### src/rtl/core/pid_controller_assert.svh
// assertion macros shared by the pid controller rtl
// depends on nothing; the including module must provide i_clk and i_rst_n
`ifndef PID_CONTROLLER_ASSERT_SVH
`define PID_CONTROLLER_ASSERT_SVH

// implication checked every cycle outside reset
`define PID_ASSERT_IMPL(label, ante, cons) \
    label: assert property (@(posedge i_clk) disable iff (!i_rst_n) (ante) |-> (cons)) \
        else $error("pid assertion failed");

// next-cycle implication checked outside reset
`define PID_ASSERT_NEXT(label, ante, cons) \
    label: assert property (@(posedge i_clk) disable iff (!i_rst_n) (ante) |=> (cons)) \
        else $error("pid assertion failed");

// next-cycle implication that also holds across reset
`define PID_ASSERT_NEXT_ALWAYS(label, ante, cons) \
    label: assert property (@(posedge i_clk) (ante) |=> (cons)) \
        else $error("pid assertion failed");

`endif

### src/rtl/core/pid_pkg.sv
// types and constants for the pid controller
// depends on nothing
package pid_pkg;

    localparam int ERR_W     = 16;
    localparam int GAIN_W    = 24;
    localparam int SUM_W     = 32;
    localparam int GAIN_FRAC = 20;
    localparam int DIFF_W    = ERR_W + 1;

    localparam int PROD_P_W  = GAIN_W + ERR_W;
    localparam int PROD_D_W  = GAIN_W + DIFF_W;
    localparam int PROD_I_W  = GAIN_W + SUM_W;
    localparam int ACC_W     = PROD_I_W + 2;
    localparam int SHIFT_W   = ACC_W - GAIN_FRAC;

    // -x + 2^(frac-1) == ~x + 2^(frac-1) + 1
    localparam logic [ACC_W-1:0] ROUND_BIAS = ACC_W'((64'd1 << (GAIN_FRAC - 1)) + 64'd1);

    localparam logic signed [ERR_W-1:0] DRIVE_MAX = {1'b0, {(ERR_W-1){1'b1}}};
    localparam logic signed [ERR_W-1:0] DRIVE_MIN = {1'b1, {(ERR_W-1){1'b0}}};
    localparam logic signed [SUM_W-1:0] SUM_MAX   = {1'b0, {(SUM_W-1){1'b1}}};
    localparam logic signed [SUM_W-1:0] SUM_MIN   = {1'b1, {(SUM_W-1){1'b0}}};

    localparam int WORK_DEPTH = 4;
    localparam int WORK_PTR_W = $clog2(WORK_DEPTH);
    localparam int WORK_CNT_W = $clog2(WORK_DEPTH + 1);
    localparam int RES_DEPTH  = 4;
    localparam int RES_PTR_W  = $clog2(RES_DEPTH);
    localparam int RES_CNT_W  = $clog2(RES_DEPTH + 1);

    localparam int CFG_IDX_W = 2;
    localparam logic [CFG_IDX_W-1:0] CFG_PROP_GAIN  = 2'd0;
    localparam logic [CFG_IDX_W-1:0] CFG_INTEG_GAIN = 2'd1;
    localparam logic [CFG_IDX_W-1:0] CFG_DERIV_GAIN = 2'd2;

    typedef struct packed {
        logic signed [GAIN_W-1:0] prop_gain;
        logic signed [GAIN_W-1:0] integ_gain;
        logic signed [GAIN_W-1:0] deriv_gain;
    } t_gains;

    typedef struct packed {
        logic signed [ERR_W-1:0]  error_sample;
        logic signed [DIFF_W-1:0] deriv;
        logic signed [SUM_W-1:0]  integ;
        logic                     sum_clipped;
    } t_work;

    typedef struct packed {
        logic signed [ERR_W-1:0] drive;
        logic                    drive_clipped;
        logic                    sum_clipped;
    } t_result;

endpackage

### src/rtl/core/pid_front.sv
// front end: accepts error words, updates history and integral, queues work
// depends on pid_pkg
module pid_front (
    input  logic                          i_clk,
    input  logic                          i_rst_n,
    input  logic                          push,
    output logic                          full,
    input  logic signed [pid_pkg::ERR_W-1:0] i_error_sample,
    input  logic                          i_restart,
    output logic                          o_work_valid,
    input  logic                          i_work_ready,
    output pid_pkg::t_work                o_work
);
    import pid_pkg::*;

    logic signed [ERR_W-1:0]  r_last_error, n_last_error;
    logic signed [SUM_W-1:0]  r_error_sum, n_error_sum;
    t_work                    r_work_q [WORK_DEPTH];
    logic [WORK_PTR_W-1:0]    r_wr_ptr, r_rd_ptr;
    logic [WORK_CNT_W-1:0]    r_count;

    logic                     accept, take;
    logic signed [ERR_W-1:0]  base_last;
    logic signed [SUM_W-1:0]  base_sum;
    logic signed [SUM_W:0]    sum_wide;
    t_work                    new_work;

    assign full         = (r_count == WORK_CNT_W'(WORK_DEPTH));
    assign accept       = push && !full;
    assign o_work_valid = (r_count != '0);
    assign take         = o_work_valid && i_work_ready;
    assign o_work       = r_work_q[r_rd_ptr];

    always_comb begin
        base_last = i_restart ? '0 : r_last_error;
        base_sum  = i_restart ? '0 : r_error_sum;
        sum_wide  = (SUM_W+1)'(base_sum) + (SUM_W+1)'(i_error_sample);
        new_work.error_sample = i_error_sample;
        new_work.deriv        = DIFF_W'(i_error_sample) - DIFF_W'(base_last);
        new_work.sum_clipped  = (sum_wide[SUM_W] != sum_wide[SUM_W-1]);
        if (!new_work.sum_clipped) begin
            new_work.integ = sum_wide[SUM_W-1:0];
        end else if (sum_wide[SUM_W]) begin
            new_work.integ = SUM_MIN;
        end else begin
            new_work.integ = SUM_MAX;
        end
        n_last_error = accept ? i_error_sample : r_last_error;
        n_error_sum  = accept ? new_work.integ : r_error_sum;
    end

    always_ff @(posedge i_clk) begin
        if (!i_rst_n) begin
            r_last_error <= '0;
            r_error_sum  <= '0;
            r_wr_ptr     <= '0;
            r_rd_ptr     <= '0;
            r_count      <= '0;
        end else begin
            r_last_error <= n_last_error;
            r_error_sum  <= n_error_sum;
            if (accept) begin
                r_wr_ptr <= (r_wr_ptr == WORK_PTR_W'(WORK_DEPTH - 1)) ? '0 : r_wr_ptr + 1'b1;
            end
            if (take) begin
                r_rd_ptr <= (r_rd_ptr == WORK_PTR_W'(WORK_DEPTH - 1)) ? '0 : r_rd_ptr + 1'b1;
            end
            if (accept && !take) begin
                r_count <= r_count + 1'b1;
            end else if (take && !accept) begin
                r_count <= r_count - 1'b1;
            end
        end
    end

    always_ff @(posedge i_clk) begin
        if (accept) begin
            r_work_q[r_wr_ptr] <= new_work;
        end
    end

endmodule

### config.mk
export PLATFORM = sky130hd
export DESIGN_NAME = pid_front
export DESIGN_NICKNAME = d
export VERILOG_FILES = /design/src/rtl/core/pid_controller_assert.svh /design/src/rtl/core/pid_pkg.sv /design/src/rtl/core/pid_front.sv
export SDC_FILE = /design/constraint.sdc
export NUM_CORES = 1
export LEC_CHECK = 0
export BUFFER_PORTS_ARGS = -buffer_cell sky130_fd_sc_hd__buf_2
export CAP_MARGIN = 20
export CORE_UTILIZATION = 55
export CTS_CLUSTER_DIAMETER = 80
export DETAILED_ROUTE_END_ITERATION = 10
export PLACE_DENSITY = 0.77
export SKIP_LAST_GASP = 1
export SLEW_MARGIN = 5
export SYNTH_ARGS = -nofsm -noshare
export SYNTH_HDL_FRONTEND = slang
export SYNTH_SLANG_ARGS = --single-unit
### constraint.sdc
create_clock -name i_clk -period 4.1 [get_ports i_clk]
set_clock_uncertainty 0.1 [all_clocks]
set_input_delay 0.41 -clock i_clk [delete_from_list [all_inputs] [get_ports i_clk]]
set_output_delay 0.41 -clock i_clk [all_outputs]
set_load 0.01 [all_outputs]
# After elaboration in Yosys (flattened, before gate mapping)
# Memories as Yosys holds them, arrays and structs flattened. A register that Yosys moved wholly into a read port is not among the register bits.
# Index checks and enable logic that the tools add are counted.
dict set report op_classes {
  add_sub_neg 6
  n_eq_ne 4
  muxes 12
  n_reduce_logical 9
}
# operator count
set ops {}
lappend ops {{two-way mux 32 bit} 3}
lappend ops {{adder 32 x 16 -> 33 bit} 1}
lappend ops {{subtractor 16 x 16 -> 17 bit} 1}
lappend ops {{two-way mux 16 bit} 1}
lappend ops {{two-way mux 2 bit} 4}
lappend ops {{two-way mux 3 bit} 2}
lappend ops {{adder 2 x 1 -> 2 bit, second input constant} 2}
lappend ops {{== test 2 bit, second input constant} 2}
lappend ops {{logical AND 1 bit} 4}
lappend ops {{adder 3 x 1 -> 3 bit, second input constant} 1}
lappend ops {{== test 3 bit, second input constant} 1}
lappend ops {{logical NOT 1 bit} 3}
lappend ops {{nonzero test 3 bit} 1}
lappend ops {{subtractor 3 x 1 -> 3 bit, second input constant} 1}
lappend ops {{two-way mux 1 bit} 2}
lappend ops {{nonzero test 2 bit} 1}
lappend ops {{!= test 1 bit} 1}
dict set report totals {
  reg_bits 55
  ramBits 264
  inputBits 21
  n_memories 1
}
# memory depth word_bits read_ports rd_ports_with_merged_regs write_ports line
set mem_list {}
lappend mem_list {r_work_q 4 66 1 1 1 pid_front.sv:18} ;# t_work r_work_q [WORK_DEPTH];

# Longest topological paths before layout
dict set report logic_depth {
  word_depth 7
  mapped_depth 15
  mapped_depth_nobuf 12
}

# Least setup slack after synthesis
# Ideal clock, no wire load.
dict set report synth_path {
  path_type {input to register}
  start {input port i_restart}
  end {memory r_work_q[0][22] in the netlist's numbering (data pin)}
  setup_ns 0.294
  arrival_ns 3.311
  required_ns 3.706
  slack_ns 0.396
  cell_stages 13
  cell_sequence {clkbuf_1 -> clkbuf_1 -> nor2b_1 -> ha_1 -> and3_1 -> nand2_1 -> nor4_1 -> nand4_1 -> o221a_4 -> or4_4 -> o211ai_4 -> buf_8 -> o21ai_0}
}
# element line
set synth_rtl {}
lappend synth_rtl {{start: declaration} pid_front.sv:9} ;# input logic i_restart,
lappend synth_rtl {{end: declaration} pid_front.sv:18}

==> summary.txt <==
Worst setup path
  • Crit Path Max Fanout: 19
  • CP max stage cell: a2111o_1
  • Critical Path Sink Type: flip-flop
  • Critical Setup Path Class: reg -> reg
  • Crit path from: r_error_sum[0]
  • Reg2reg setup slack: roughly 320 ps
  • Worst-case reg-to-reg path depth: 11
  • Crit-path cells: nor2b_1 -> ha_1 -> fa_1 -> a211oi_1 -> o211ai_1 -> a2111o_1 -> nand4b_1 -> nand3_1 -> or4_4 -> o211ai_4 -> o21ai_0
  • Critical Path RT: 4190 ps
  • Critical path arrival: a little under 4000 ps
  • Worst flop-to-flop path endpoint: r_work_q[0][31]
  • Worst setup SP type: flip-flop
  • Reg-to-Reg Start: r_error_sum[0]
  • Critical Path Max Stage Delay: ~470 ps

Finish
  • Reg area: 9070 um^2
  • Nets: between 1000 and 1500
  • Total of fill cells in the finished design: approximately 1900
  • Area Growth Syn to Fin: 13.5%
  • Antenna diodes: 0
  • Share of layout cells above drive strength 1: ~22%
  • Multi-input gate area: between 5000 and 6000 um^2
  • Util after Layout: a little under two thirds
  • Post-route cell area: approximately 17000 um^2

Clocking
  • Clock Sink Count: approximately 320
  • Post-CTS setup buffers: 0
  • Total CTS buffers: 35
  • Gates resized, CTS repair: 0
  • Clock transition at the registers of the reported paths: 70 ps
  • H-tree levels: 2
  • CTS tree: yes
  • CTS Root Cell: clkbuf_16
  • Worst-case clock buffer depth: 3
  • Hold Buf Count CTS: 0
  • Clk Latency, worst-skew pair: about 510 ps

Placed design
  • Final HPWL DP: 20.5 mm
  • Post-DP Area: 15600 um^2
  • Final Wtd Congestion: roughly 0.93
  • IO buf count: about 90

Synthesis
  • Synth Instances: about 1000
  • Post-synth top flop: edfxtp_1
  • Post-synthesis sequential area ratio: about three fifths
  • Ys Warns: 0
  • Yosys reg bits: 321
  • Synth Area per Inst: between 10 and 15 um^2
  • Post-synth EDFFs: roughly 260
  • Mapped Area: about 15000 um^2
  • Post-synth top area cell: edfxtp_1
  • Area contributors post-synth: edfxtp_1 (54%), mux4_2 (10%), dfxtp_1 (7.8%)
  • Post-synthesis cell type count: roughly 70
  • Syn nets: 1112
  • Async SR Flop Fraction: 0%
  • Area share of the largest cell type after synthesis: between 50 and 60%

Global route
  • Remaining Overflow, GRT: 0
  • First-pass GRT wire length: approximately 50 mm
  • Vias in the first global route: just over 9000
  • Overall Global Routing Usage: between 20% and 30%
  • Largest net degree at the start of global routing: 56
  • Initial antenna violation count: 0

Detailed routing
  • Via count: ~9000
  • Vias/cell: slightly above 6
  • First drt pass iteration count: 9
  • Final WL: 31.8 mm
  • 1st-iter DRT viols: approximately 730
  • DRT antenna net count: 0
  • Post-DR wirelength/cell: 21.2 um
  • Drt drc: 14

Min path
  • Hold path start: i_error_sample[3]
  • Hold Path Cell Cnt: 1
  • Hold Crit Class: in -> reg
  • WHS Endpoint: r_work_q[2][53]

Pwr
  • Power Density: 591 nW/um^2
  • VDD IR max: roughly 450 uV
  • Total power: just under 10 mW
  • Pleak: 6.08 nW

Timing
  • Max_slew headroom: 36.4%
  • Setup-failing EPs final: 0
  • Final hold viol count: 0
  • Final Critical Period: 3780 ps
  • Fmax: 265 MHz
  • RSZ-0062 raised after global routing: no
  • Tcrit/Tclk final: 92.2%
  • Final slew viol count: 0
  • Setup TNS: 0 ps
  • Tightest Pin Transition: 954 ps

Floorplan
  • Die X: 166 um
  • Die height: 166 um
  • I/O pins: between 80 and 90
  • Core Region: roughly 26000 um^2
  • # rows: between 50 and 60
  • Die footprint: around 27000 um^2
  • Starting density of the core: 56.3%

Run
  • Max-cap violations: 0

Outcome
  • Status: finished with violations
  • Failing checks: DRC
[layout make-up]
class,instances,share of cell area (%)
Clock buffer,43,5.60
Clock inverter,17,0.839
Inverter,21,0.472
Multi-Input combinational cell,644,32.0
Sequential cell,321,54.3
Tap cell,335,2.51
Timing Repair Buffer,117,4.24
[cells by family (layout without fill, tap and decap cells)]
| group | count (synthesis) | count (layout) | share of synthesized area [%] |
|---|---|---|---|
| buffers and inverters | 69 | 198 | 2.10 |
| flip-flops | 321 | 321 | 61.6 |
| AND/OR/NAND/NOR | 270 | 270 | 9.17 |
| multiplexers | 70 | 70 | 10.4 |
| AO/OA/AOI/OAI | 215 | 215 | 9.81 |
| adder cells (fa/ha/maj) | 57 | 57 | 5.00 |
| XOR/XNOR | 32 | 32 | 1.90 |
[cell usage after synthesis (4+ instances only)]
cell	n
a211oi_1	5
a21boi_0	23
a21o_1	6
a21oi_1	56
and2_1	8
and3_1	5
buf_1	9
buf_2	7
buf_6	4
clkbuf_1	27
dfxtp_1	57
edfxtp_1	264
ha_1	54
inv_1	20
mux4_2	66
nand2_1	97
nand2b_1	24
nand3_1	16
nand4_1	5
nor2_1	31
nor2b_1	41
nor3_1	17
nor3b_1	4
o211a_1	8
o211ai_1	6
o21a_1	8
o21ai_0	60
o31ai_1	5
or2_2	4
or3_1	11
xnor2_1	18
xor2_1	14
[metrics by stage]
| step | hold slack, ps | worst slack, ps | instances |
|---|---|---|---|
| floorplan | 339 | 396 | 1034 |
| global placement | 352 | 204 | 1438 |
| detailed placement | 355 | 82.9 | 1438 |
| CTS | 54.5 | 301 | 1498 |
| global route | 42.7 | 81.4 | 1498 |
| finish | 70.3 | 320 | 1498 |
[per-layer routing]
layer	vias up	wire, um	GRT usage [%]
met5	-	0	0
met4	0	1190	9.02
met3	80	1620	3.44
met2	296	15600	40.2
met1	4476	13400	31.0
li1	4186	-	-
[cell usage in the layout, fill, tap and decap left out, drive strengths merged, types with 6 or more instances in the layout]
cell type and instances:
mux4 66, buf 117, ha 54, nand2 97, a21oi 57, dfxtp 57, o21a 8, nand3 16
o21ai 66, inv 22, xor2 14, a21o 6, or3 12, xnor2 18, o211ai 7, clkbuf 43
and2 8, nor2b 41, nor2 31, nor3 17, nand2b 24, clkinv 13, edfxtp 264, a21boi 23
o211a 8, and3 6
[sequential cells by signal, indices dropped and copies added (netlist names), named ones only]
register and cells:
r_count 3, r_error_sum 32, r_last_error 16, r_rd_ptr 2, r_work_q 264, r_wr_ptr 2
[worst max-delay path by stage]
stage / end / slack (ps) / cells past startpoint
final: r_work_q[0][31] / 320 / 11
after global routing: r_work_q[0][31] / 80 / 11
after CTS: r_work_q[0][31] / 300 / 11
after detailed placement: r_work_q[3][31] / 80 / 12
after global placement: r_work_q[3][22] / 200 / 10
after floorplan: r_work_q[0][22] / 400 / 13
[report_power, final]
group	leakage [nW]	switching (mW)	internal, mW	total [mW]
clock	0.531	1.23	1.75	2.98
sequential	2.89	0.152	4.14	4.29
combinational	2.66	1.49	1.12	2.61
total	6.08	2.87	7.01	9.88
[worst max-delay path: cells and delay by family (launching register included)]
| family | cells | cell delay [ps] |
|---|---|---|
| adders and majority gates | 2 | 650 |
| AOI/OAI and AO/OA | 5 | 1570 |
| and+or+nand+nor | 4 | 820 |
| DFF | 1 | 330 |
Note: power is estimated with default switching activity, not from simulation.
