File: config.mk
export PLATFORM = sky130hd
export DESIGN_NAME = pid_back
export DESIGN_NICKNAME = d
export VERILOG_FILES = /design/src/rtl/core/pid_controller_assert.svh /design/src/rtl/core/pid_pkg.sv /design/src/rtl/core/pid_back.sv
export SDC_FILE = /design/constraint.sdc
export NUM_CORES = 2
export LEC_CHECK = 0
export ABC_CLOCK_PERIOD_IN_PS = 14300
export BUFFER_PORTS_ARGS = -buffer_cell sky130_fd_sc_hd__buf_2
export CORE_ASPECT_RATIO = 1.2
export CORE_MARGIN = 5
export CORE_UTILIZATION = 50
export CTS_CLUSTER_DIAMETER = 40
export DETAILED_ROUTE_END_ITERATION = 16
export PLACE_DENSITY = 0.73
export SETUP_SLACK_MARGIN = 0.4
export SLEW_MARGIN = 20
export SYNTH_ARGS = -nofsm -noshare
export SYNTH_HDL_FRONTEND = slang
export SYNTH_SLANG_ARGS = --single-unit
export TNS_END_PERCENT = 1
File: constraint.sdc
create_clock -name i_clk -period 14.3 [get_ports i_clk]
set_input_delay 2.145 -clock i_clk [delete_from_list [all_inputs] [get_ports i_clk]]
set_output_delay 2.145 -clock i_clk [all_outputs]
set_load 0.05 [all_outputs]
File: src/rtl/core/pid_controller_assert.svh
// assertion macros shared by the pid controller rtl
// depends on nothing; the including module must provide i_clk and i_rst_n
`ifndef PID_CONTROLLER_ASSERT_SVH
`define PID_CONTROLLER_ASSERT_SVH

// implication checked every cycle outside reset
`define PID_ASSERT_IMPL(label, ante, cons) \
    label: assert property (@(posedge i_clk) disable iff (!i_rst_n) (ante) |-> (cons)) \
        else $error("pid assertion failed");

// next-cycle implication checked outside reset
`define PID_ASSERT_NEXT(label, ante, cons) \
    label: assert property (@(posedge i_clk) disable iff (!i_rst_n) (ante) |=> (cons)) \
        else $error("pid assertion failed");

// next-cycle implication that also holds across reset
`define PID_ASSERT_NEXT_ALWAYS(label, ante, cons) \
    label: assert property (@(posedge i_clk) (ante) |=> (cons)) \
        else $error("pid assertion failed");

`endif

File: src/rtl/core/pid_pkg.sv
// types and constants for the pid controller
// depends on nothing
package pid_pkg;

    localparam int ERR_W     = 16;
    localparam int GAIN_W    = 24;
    localparam int SUM_W     = 32;
    localparam int GAIN_FRAC = 20;
    localparam int DIFF_W    = ERR_W + 1;

    localparam int PROD_P_W  = GAIN_W + ERR_W;
    localparam int PROD_D_W  = GAIN_W + DIFF_W;
    localparam int PROD_I_W  = GAIN_W + SUM_W;
    localparam int ACC_W     = PROD_I_W + 2;
    localparam int SHIFT_W   = ACC_W - GAIN_FRAC;

    // -x + 2^(frac-1) == ~x + 2^(frac-1) + 1
    localparam logic [ACC_W-1:0] ROUND_BIAS = ACC_W'((64'd1 << (GAIN_FRAC - 1)) + 64'd1);

    localparam logic signed [ERR_W-1:0] DRIVE_MAX = {1'b0, {(ERR_W-1){1'b1}}};
    localparam logic signed [ERR_W-1:0] DRIVE_MIN = {1'b1, {(ERR_W-1){1'b0}}};
    localparam logic signed [SUM_W-1:0] SUM_MAX   = {1'b0, {(SUM_W-1){1'b1}}};
    localparam logic signed [SUM_W-1:0] SUM_MIN   = {1'b1, {(SUM_W-1){1'b0}}};

    localparam int WORK_DEPTH = 4;
    localparam int WORK_PTR_W = $clog2(WORK_DEPTH);
    localparam int WORK_CNT_W = $clog2(WORK_DEPTH + 1);
    localparam int RES_DEPTH  = 4;
    localparam int RES_PTR_W  = $clog2(RES_DEPTH);
    localparam int RES_CNT_W  = $clog2(RES_DEPTH + 1);

    localparam int CFG_IDX_W = 2;
    localparam logic [CFG_IDX_W-1:0] CFG_PROP_GAIN  = 2'd0;
    localparam logic [CFG_IDX_W-1:0] CFG_INTEG_GAIN = 2'd1;
    localparam logic [CFG_IDX_W-1:0] CFG_DERIV_GAIN = 2'd2;

    typedef struct packed {
        logic signed [GAIN_W-1:0] prop_gain;
        logic signed [GAIN_W-1:0] integ_gain;
        logic signed [GAIN_W-1:0] deriv_gain;
    } t_gains;

    typedef struct packed {
        logic signed [ERR_W-1:0]  error_sample;
        logic signed [DIFF_W-1:0] deriv;
        logic signed [SUM_W-1:0]  integ;
        logic                     sum_clipped;
    } t_work;

    typedef struct packed {
        logic signed [ERR_W-1:0] drive;
        logic                    drive_clipped;
        logic                    sum_clipped;
    } t_result;

endpackage

File: src/rtl/core/pid_back.sv
// back end: gain multiply, sum, round and clamp, then the result queue
// depends on pid_pkg
module pid_back (
    input  logic                      i_clk,
    input  logic                      i_rst_n,
    input  pid_pkg::t_gains           i_gains,
    input  logic                      i_work_valid,
    output logic                      o_work_ready,
    input  pid_pkg::t_work            i_work,
    output logic                      empty,
    input  logic                      pop,
    output pid_pkg::t_result          o_result
);
    import pid_pkg::*;

    // stage 1: products
    logic                        r_v1;
    logic signed [PROD_P_W-1:0]  r_prod_p;
    logic signed [PROD_D_W-1:0]  r_prod_d;
    logic signed [PROD_I_W-1:0]  r_prod_i;
    logic                        r_sclip1;
    // stage 2: weighted sum
    logic                        r_v2;
    logic signed [ACC_W-1:0]     r_sum;
    logic                        r_sclip2;
    // result queue
    t_result                     r_res_q [RES_DEPTH];
    logic [RES_PTR_W-1:0]        r_wr_ptr, r_rd_ptr;
    logic [RES_CNT_W-1:0]        r_count;

    logic                        take, res_pop;
    logic [RES_CNT_W:0]          pending;
    logic signed [ACC_W-1:0]     acc;
    logic signed [SHIFT_W-1:0]   shifted;
    logic [SHIFT_W-ERR_W:0]      upper;
    t_result                     new_res;

    // room for everything in flight keeps the pipeline free of stalls
    assign pending      = (RES_CNT_W+1)'(r_count) + (RES_CNT_W+1)'(r_v1)
                          + (RES_CNT_W+1)'(r_v2);
    assign o_work_ready = (pending < (RES_CNT_W+1)'(RES_DEPTH));
    assign take         = i_work_valid && o_work_ready;
    assign empty        = (r_count == '0);
    assign res_pop      = pop && !empty;
    assign o_result     = r_res_q[r_rd_ptr];

    always_comb begin
        acc     = ~r_sum + ROUND_BIAS;
        shifted = acc[ACC_W-1:GAIN_FRAC];
        upper   = shifted[SHIFT_W-1:ERR_W-1];
        new_res.sum_clipped = r_sclip2;
        if ((upper == '0) || (upper == '1)) begin
            new_res.drive         = shifted[ERR_W-1:0];
            new_res.drive_clipped = 1'b0;
        end else begin
            new_res.drive         = shifted[SHIFT_W-1] ? DRIVE_MIN : DRIVE_MAX;
            new_res.drive_clipped = 1'b1;
        end
    end

    always_ff @(posedge i_clk) begin
        r_prod_p <= i_gains.prop_gain * i_work.error_sample;
        r_prod_d <= i_gains.deriv_gain * i_work.deriv;
        r_prod_i <= i_gains.integ_gain * i_work.integ;
        r_sclip1 <= i_work.sum_clipped;
        r_sum    <= ACC_W'(r_prod_p) + ACC_W'(r_prod_d) + ACC_W'(r_prod_i);
        r_sclip2 <= r_sclip1;
        if (r_v2) begin
            r_res_q[r_wr_ptr] <= new_res;
        end
    end

    always_ff @(posedge i_clk) begin
        if (!i_rst_n) begin
            r_v1     <= 1'b0;
            r_v2     <= 1'b0;
            r_wr_ptr <= '0;
            r_rd_ptr <= '0;
            r_count  <= '0;
        end else begin
            r_v1 <= take;
            r_v2 <= r_v1;
            if (r_v2) begin
                r_wr_ptr <= (r_wr_ptr == RES_PTR_W'(RES_DEPTH - 1)) ? '0 : r_wr_ptr + 1'b1;
            end
            if (res_pop) begin
                r_rd_ptr <= (r_rd_ptr == RES_PTR_W'(RES_DEPTH - 1)) ? '0 : r_rd_ptr + 1'b1;
            end
            if (r_v2 && !res_pop) begin
                r_count <= r_count + 1'b1;
            end else if (res_pop && !r_v2) begin
                r_count <= r_count - 1'b1;
            end
        end
    end

endmodule

* Word level (Yosys, flattened, before mapping)
Memory sizes are Yosys's and may differ from the RTL's. A register that Yosys moved wholly into a read port is not among the register bits. Cells that the tools add are included.
Word-level totals: output and inout port bits 20, flip-flop bits (word level) 205, RAM bits 72, logic and storage cells 50, memories 1, input bits 142
Memory list:
- r_res_q | depth 4, width 18, rd ports 1, clocked after memory_dff 1, wr ports 1, RTL line pid_back.sv:27 | t_result r_res_q [RES_DEPTH];
Operators by class: bitwise operators 1, order comparisons 1, $mul 3, $add $sub $neg 9, eq/ne operators 3, muxes and demuxes 10, reduce and logical (&&, ||, !) cells 11
Operators by type and width (count):
- adder 58 x 20 -> 58 bit, second input constant | 1
- inverter 58 bit | 1
- adder 42 x 56 -> 57 bit | 1
- multiplier 24 x 32 -> 56 bit | 1
- adder 40 x 41 -> 42 bit | 1
- multiplier 24 x 17 -> 41 bit | 1
- multiplier 24 x 16 -> 40 bit | 1
- equality test 23 bit, second input constant | 1
- logical NOT 23 bit | 1
- 2-to-1 mux 17 bit | 1
- 2-to-1 mux 16 bit | 1
- 2-to-1 mux 2 bit | 4
- 2-to-1 mux 3 bit | 2
- adder 2 x 1 -> 2 bit, second input constant | 2
- adder 3 x 1 -> 4 bit | 1
- adder 4 x 1 -> 4 bit | 1
- equality test 2 bit, second input constant | 2
- logical AND 1 bit | 4
- less-than comparator 4 x 3 -> 1 bit, second input constant | 1
- adder 3 x 1 -> 3 bit, second input constant | 1
- logical NOT 1 bit | 3
- logical NOT 3 bit | 1
- subtractor 3 x 1 -> 3 bit, second input constant | 1
- 2-to-1 mux 1 bit | 2
- 2 further kinds | 2

* Logic depth before layout (Yosys ltp)
depth after elaboration 6, gate-level depth with buffers 27, gate-level depth less buffers 26

* Worst setup path before layout
Ideal clock, no wire load.
path type input-to-reg, from input i_work[32] (netlist bit), to register r_prod_i[55], path buffers 1, slack 5.547 ns, data required time 14.178 ns, data arrival time 8.631 ns, setup time 0.122 ns, stages on the path 24, path through clkbuf_1 nand2_1 inv_1 fa_1 fa_1 inv_1 fa_1 inv_1 fa_1 fa_1 fa_1 inv_1 fa_1 inv_1 ha_1 and4_1 and3_1 and2_1 a21o_1 a211oi_1 o211ai_1 nand3_1 a31oi_1 a311o_1
Between the ends: longest elaborated chain between the ends 1
RTL lines:
- start, declared | RTL line pid_back.sv:9 | input pid_pkg::t_work i_work,
- multiplier 24 x 32 -> 56 bit | RTL line pid_back.sv:64 | r_prod_i <= i_gains.integ_gain * i_work.integ;
- end signal, assigned | RTL line pid_back.sv:64
- end, declared | RTL line pid_back.sv:20 | logic signed [PROD_I_W-1:0] r_prod_i;
No other way between the ends. A chain may end at the register's enable or synchronous reset.

* Worst setup path in the final report
from input i_gains[47] (netlist bit), to register r_prod_i[55]
Between the ends: longest elaborated chain between the ends 1
RTL lines:
- start, declared | RTL line pid_back.sv:6 | input pid_pkg::t_gains i_gains,
- multiplier 24 x 32 -> 56 bit | RTL line pid_back.sv:64
No other way between the ends.

==> results by group <==
Status
  – Status: finished clean

Synth
  – Cell taking the most area after synthesis: fa_1
  – Number of synthesized flops with an enable pin: 72
  – Mapped Nets: between 9,000 and 10,000
  – Cell area after synthesis: between 60,000 and 70,000 sq um
  – Most frequent cell after synthesis: fa_1
  – Synth warn: 0
  – Yosys top cell area share: 48.77%
  – Synth Register Bits: roughly 280
  – Synth cell count leaders: fa_1, inv_1, nand2_1, and2_1, ha_1
  – Sequential-to-total area share from yosys stat: under 10%
  – Asr flop ratio synth: 0%
  – Synth cell types: 78
  – Mean Syn Cell Area: between 9 and 10 sq um
  – Syn Inst Count: about 6,900
  – Top_reg_cell synth: dfxtp_1
  – Synth area leaders: fa_1, inv_1, ha_1

Critical path
  – Worst Path Arrival: approximately 10000 ps
  – Critical-path cell list: buf_2, clkinv_1, nor2_1, fa_1, fa_1, fa_1, fa_1, fa_1, fa_1, inv_1, fa_1, inv_1, ha_1, a21oi_1, o221ai_1, a31o_2, a21o_1, a211oi_1, o211ai_1, nand3_1, a31oi_1, a311o_1
  – Critical path depth: 22
  – Worst path slowest cell: clkinv_1
  – WP buf/inv: 4
  – Reg2Reg Setup Slack: just under 10,000 ps
  – Worst-path maximum fanout: 26
  – R2r worst-path depth: 14
  – Setup crit start: i_gains[47]
  – Reg-to-Reg Start: r_prod_i[1]
  – Worst Path Required: 14,730 ps
  – Crit start category: input pin
  – Top cell family by delay on the critical path: adder cells
  – Most used cell, CP: fa_1
  – FF-to-FF End: r_sum[53]
  – Critical path endpoint category: flip-flop
  – Largest stage delay, worst path: around 890 ps
  – Setup crit end: r_prod_i[55]
  – Critical path class: input pin to flip-flop

Route
  – Drt drc: 0
  – Detail Route Antenna Nets: 0
  – Drt total wl: approximately 160,000 um
  – DR top layer: met4
  – DRT iter0 DRCs: about 2,500
  – WL/cell: roughly 19 um
  – M1 WL: a little over 60,000 um
  – Via-to-Cell Ratio: about 5.4
  – Via count: ~47,000
  – Met3 Wirelength: between 9000 and 10,000 um
  – Metal2 WL: approximately 86,000 um
  – Drt first pass iters: 6

Timing
  – Final setup fails: 0
  – Final hold vios: 0
  – Final setup TNS: 0 ps
  – Slew at the pin closest to its max-slew limit: ~1100 ps
  – Final count of pins violating max slew: 0
  – Hold Slack: approximately 340 ps
  – Max frequency: 0.1067 GHz
  – RSZ-0062 raised after global routing: false
  – Max-slew headroom: around 28%
  – Post-layout minimum cycle time: around 9400 ps
  – Clk_skew: roughly 24 ps
  – Final period util: between 60% and 70%

Floorplan
  – Core box area: around 130,000 sq um
  – Die Footprint: approximately 140,000 sq um
  – FP Rows: around 150
  – Die Y: slightly above 400 um
  – Die Width: 342.5 um
  – I/O pins: 162
  – Starting Density: roughly half

Placed design
  – Area post-placement: slightly below 70,000 sq um
  – Final HPWL DP: between 100,000 and 150,000 um
  – GP Congestion: 0.9030
  – # placed instances: 8,579
  – I/O Buffers: about 160

Global routing
  – Vias in the first global route: between 50,000 and 60,000
  – Global-route wire length before repair: 272,400 um
  – GRT Residual Overflow: 0
  – Largest net degree at the start of global routing: 33
  – Total GRT Usage: between 20% and 30%
  – Antenna violations before repair: 3

Job
  – Max-Cap Viols: 0

Clock network
  – PostCTS Resize Cnt: 0
  – CTS H-Tree Depth: 2
  – CTS hold repair buffers: 0
  – Clock sink count: 279
  – CTS tree: done
  – Clock buffer depth: 3
  – Post-CTS setup buffer count: 0
  – CTS Buf Count: around 40
  – Clk root buf: clkbuf_16
  – Clock latency on the worst-skew pair: 550 ps
  – CTS clk-pin slew, worst paths: 50 ps

Final layout
  – Final Instance Area: approximately 70,000 sq um
  – Final #Nets: roughly 9,000
  – Multi-input logic area: around 53,000 sq um
  – Reg area: between 6000 and 7000 sq um
  – Layout cells sized above 1: between 4 and 5%
  – Fillers: between 10,000 and 15,000
  – Post-route insts no fill: 8,656
  – Synth-to-layout area growth: 5.308%

Hold path
  – Min-Delay Path Class: flip-flop to flip-flop
[layout by cell type, fill, tap and decap left out, drive strengths merged, types with 61 or more instances in the layout]
cell type / n
dfxtp: 207
fa: 1616
o21ai: 87
xnor2: 152
nor2: 142
and2: 707
inv: 1616
a21o: 99
nand2b: 61
buf: 164
nand2: 882
edfxtp: 72
a21oi: 148
ha: 409
[sequential cells by signal, summed over array words and instances (netlist names), named ones only]
name      flops
r_sclip1      1
r_prod_d     41
r_prod_p     40
r_rd_ptr      2
r_v1          1
r_count       3
r_wr_ptr      2
r_res_q      72
r_v2          1
r_sclip2      1
r_sum        57
r_prod_i     56
[cell families (layout without fill, tap and decap cells)]
logic type / after synthesis / in the layout / synth area share [%]
AOI/OAI and AO/OA: 524 / 524 / 5.261
DFF: 279 / 279 / 9.507
buffers and inverters: 1873 / 1845 / 10.60
adders and majority gates: 2025 / 2025 / 56.49
xor gates and xnor gates: 201 / 201 / 2.654
and+or+nand+nor: 1980 / 1980 / 14.79
muxes: 24 / 24 / 0.7017
other: 0 / 2 / 0
[stage by stage]
stage          utilization, %  setup WS [ps]
6_report                52.96           4930
5_1_grt                 52.96           4623
4_1_cts                 52.96           4941
3_5_place_dp            51.85           4351
3_3_place_gp            51.85           4538
2_1_floorplan               -           5547
[final cells by class]
cell class | count | share of cell area (%)
sequential | 279 | 9.030
antenna | 2 | 0.007165
clock buffer | 46 | 1.571
timing repair buffer | 164 | 1.186
tap | 1776 | 3.181
clock inverter | 29 | 0.5230
inverter | 1606 | 8.630
multi-input combinational | 4754 | 75.87
[worst min-delay path by stage]
stage                         from  endpoint  slack [ps]  cells after the start
after floorplan           r_sclip1  r_sclip2         310                      0
after global routing      r_sclip1  r_sclip2         360                      0
after global placement    r_sclip1  r_sclip2         320                      0
final                     r_sclip1  r_sclip2         340                      0
after detailed placement  r_sclip1  r_sclip2         320                      0
after CTS                 r_sclip1  r_sclip2         350                      0
[metal layers]
metal | vias up | global-route usage, %
met5 | - | 0
met3 | 501 | 3.358
met4 | 0 | 10.12
met1 | 24010 | 28.96
met2 | 1708 | 44.13
li1 | 20350 | -
Power is not shown: default switching activity piles up to over one toggle a cycle in this logic, so the estimate is an artifact.
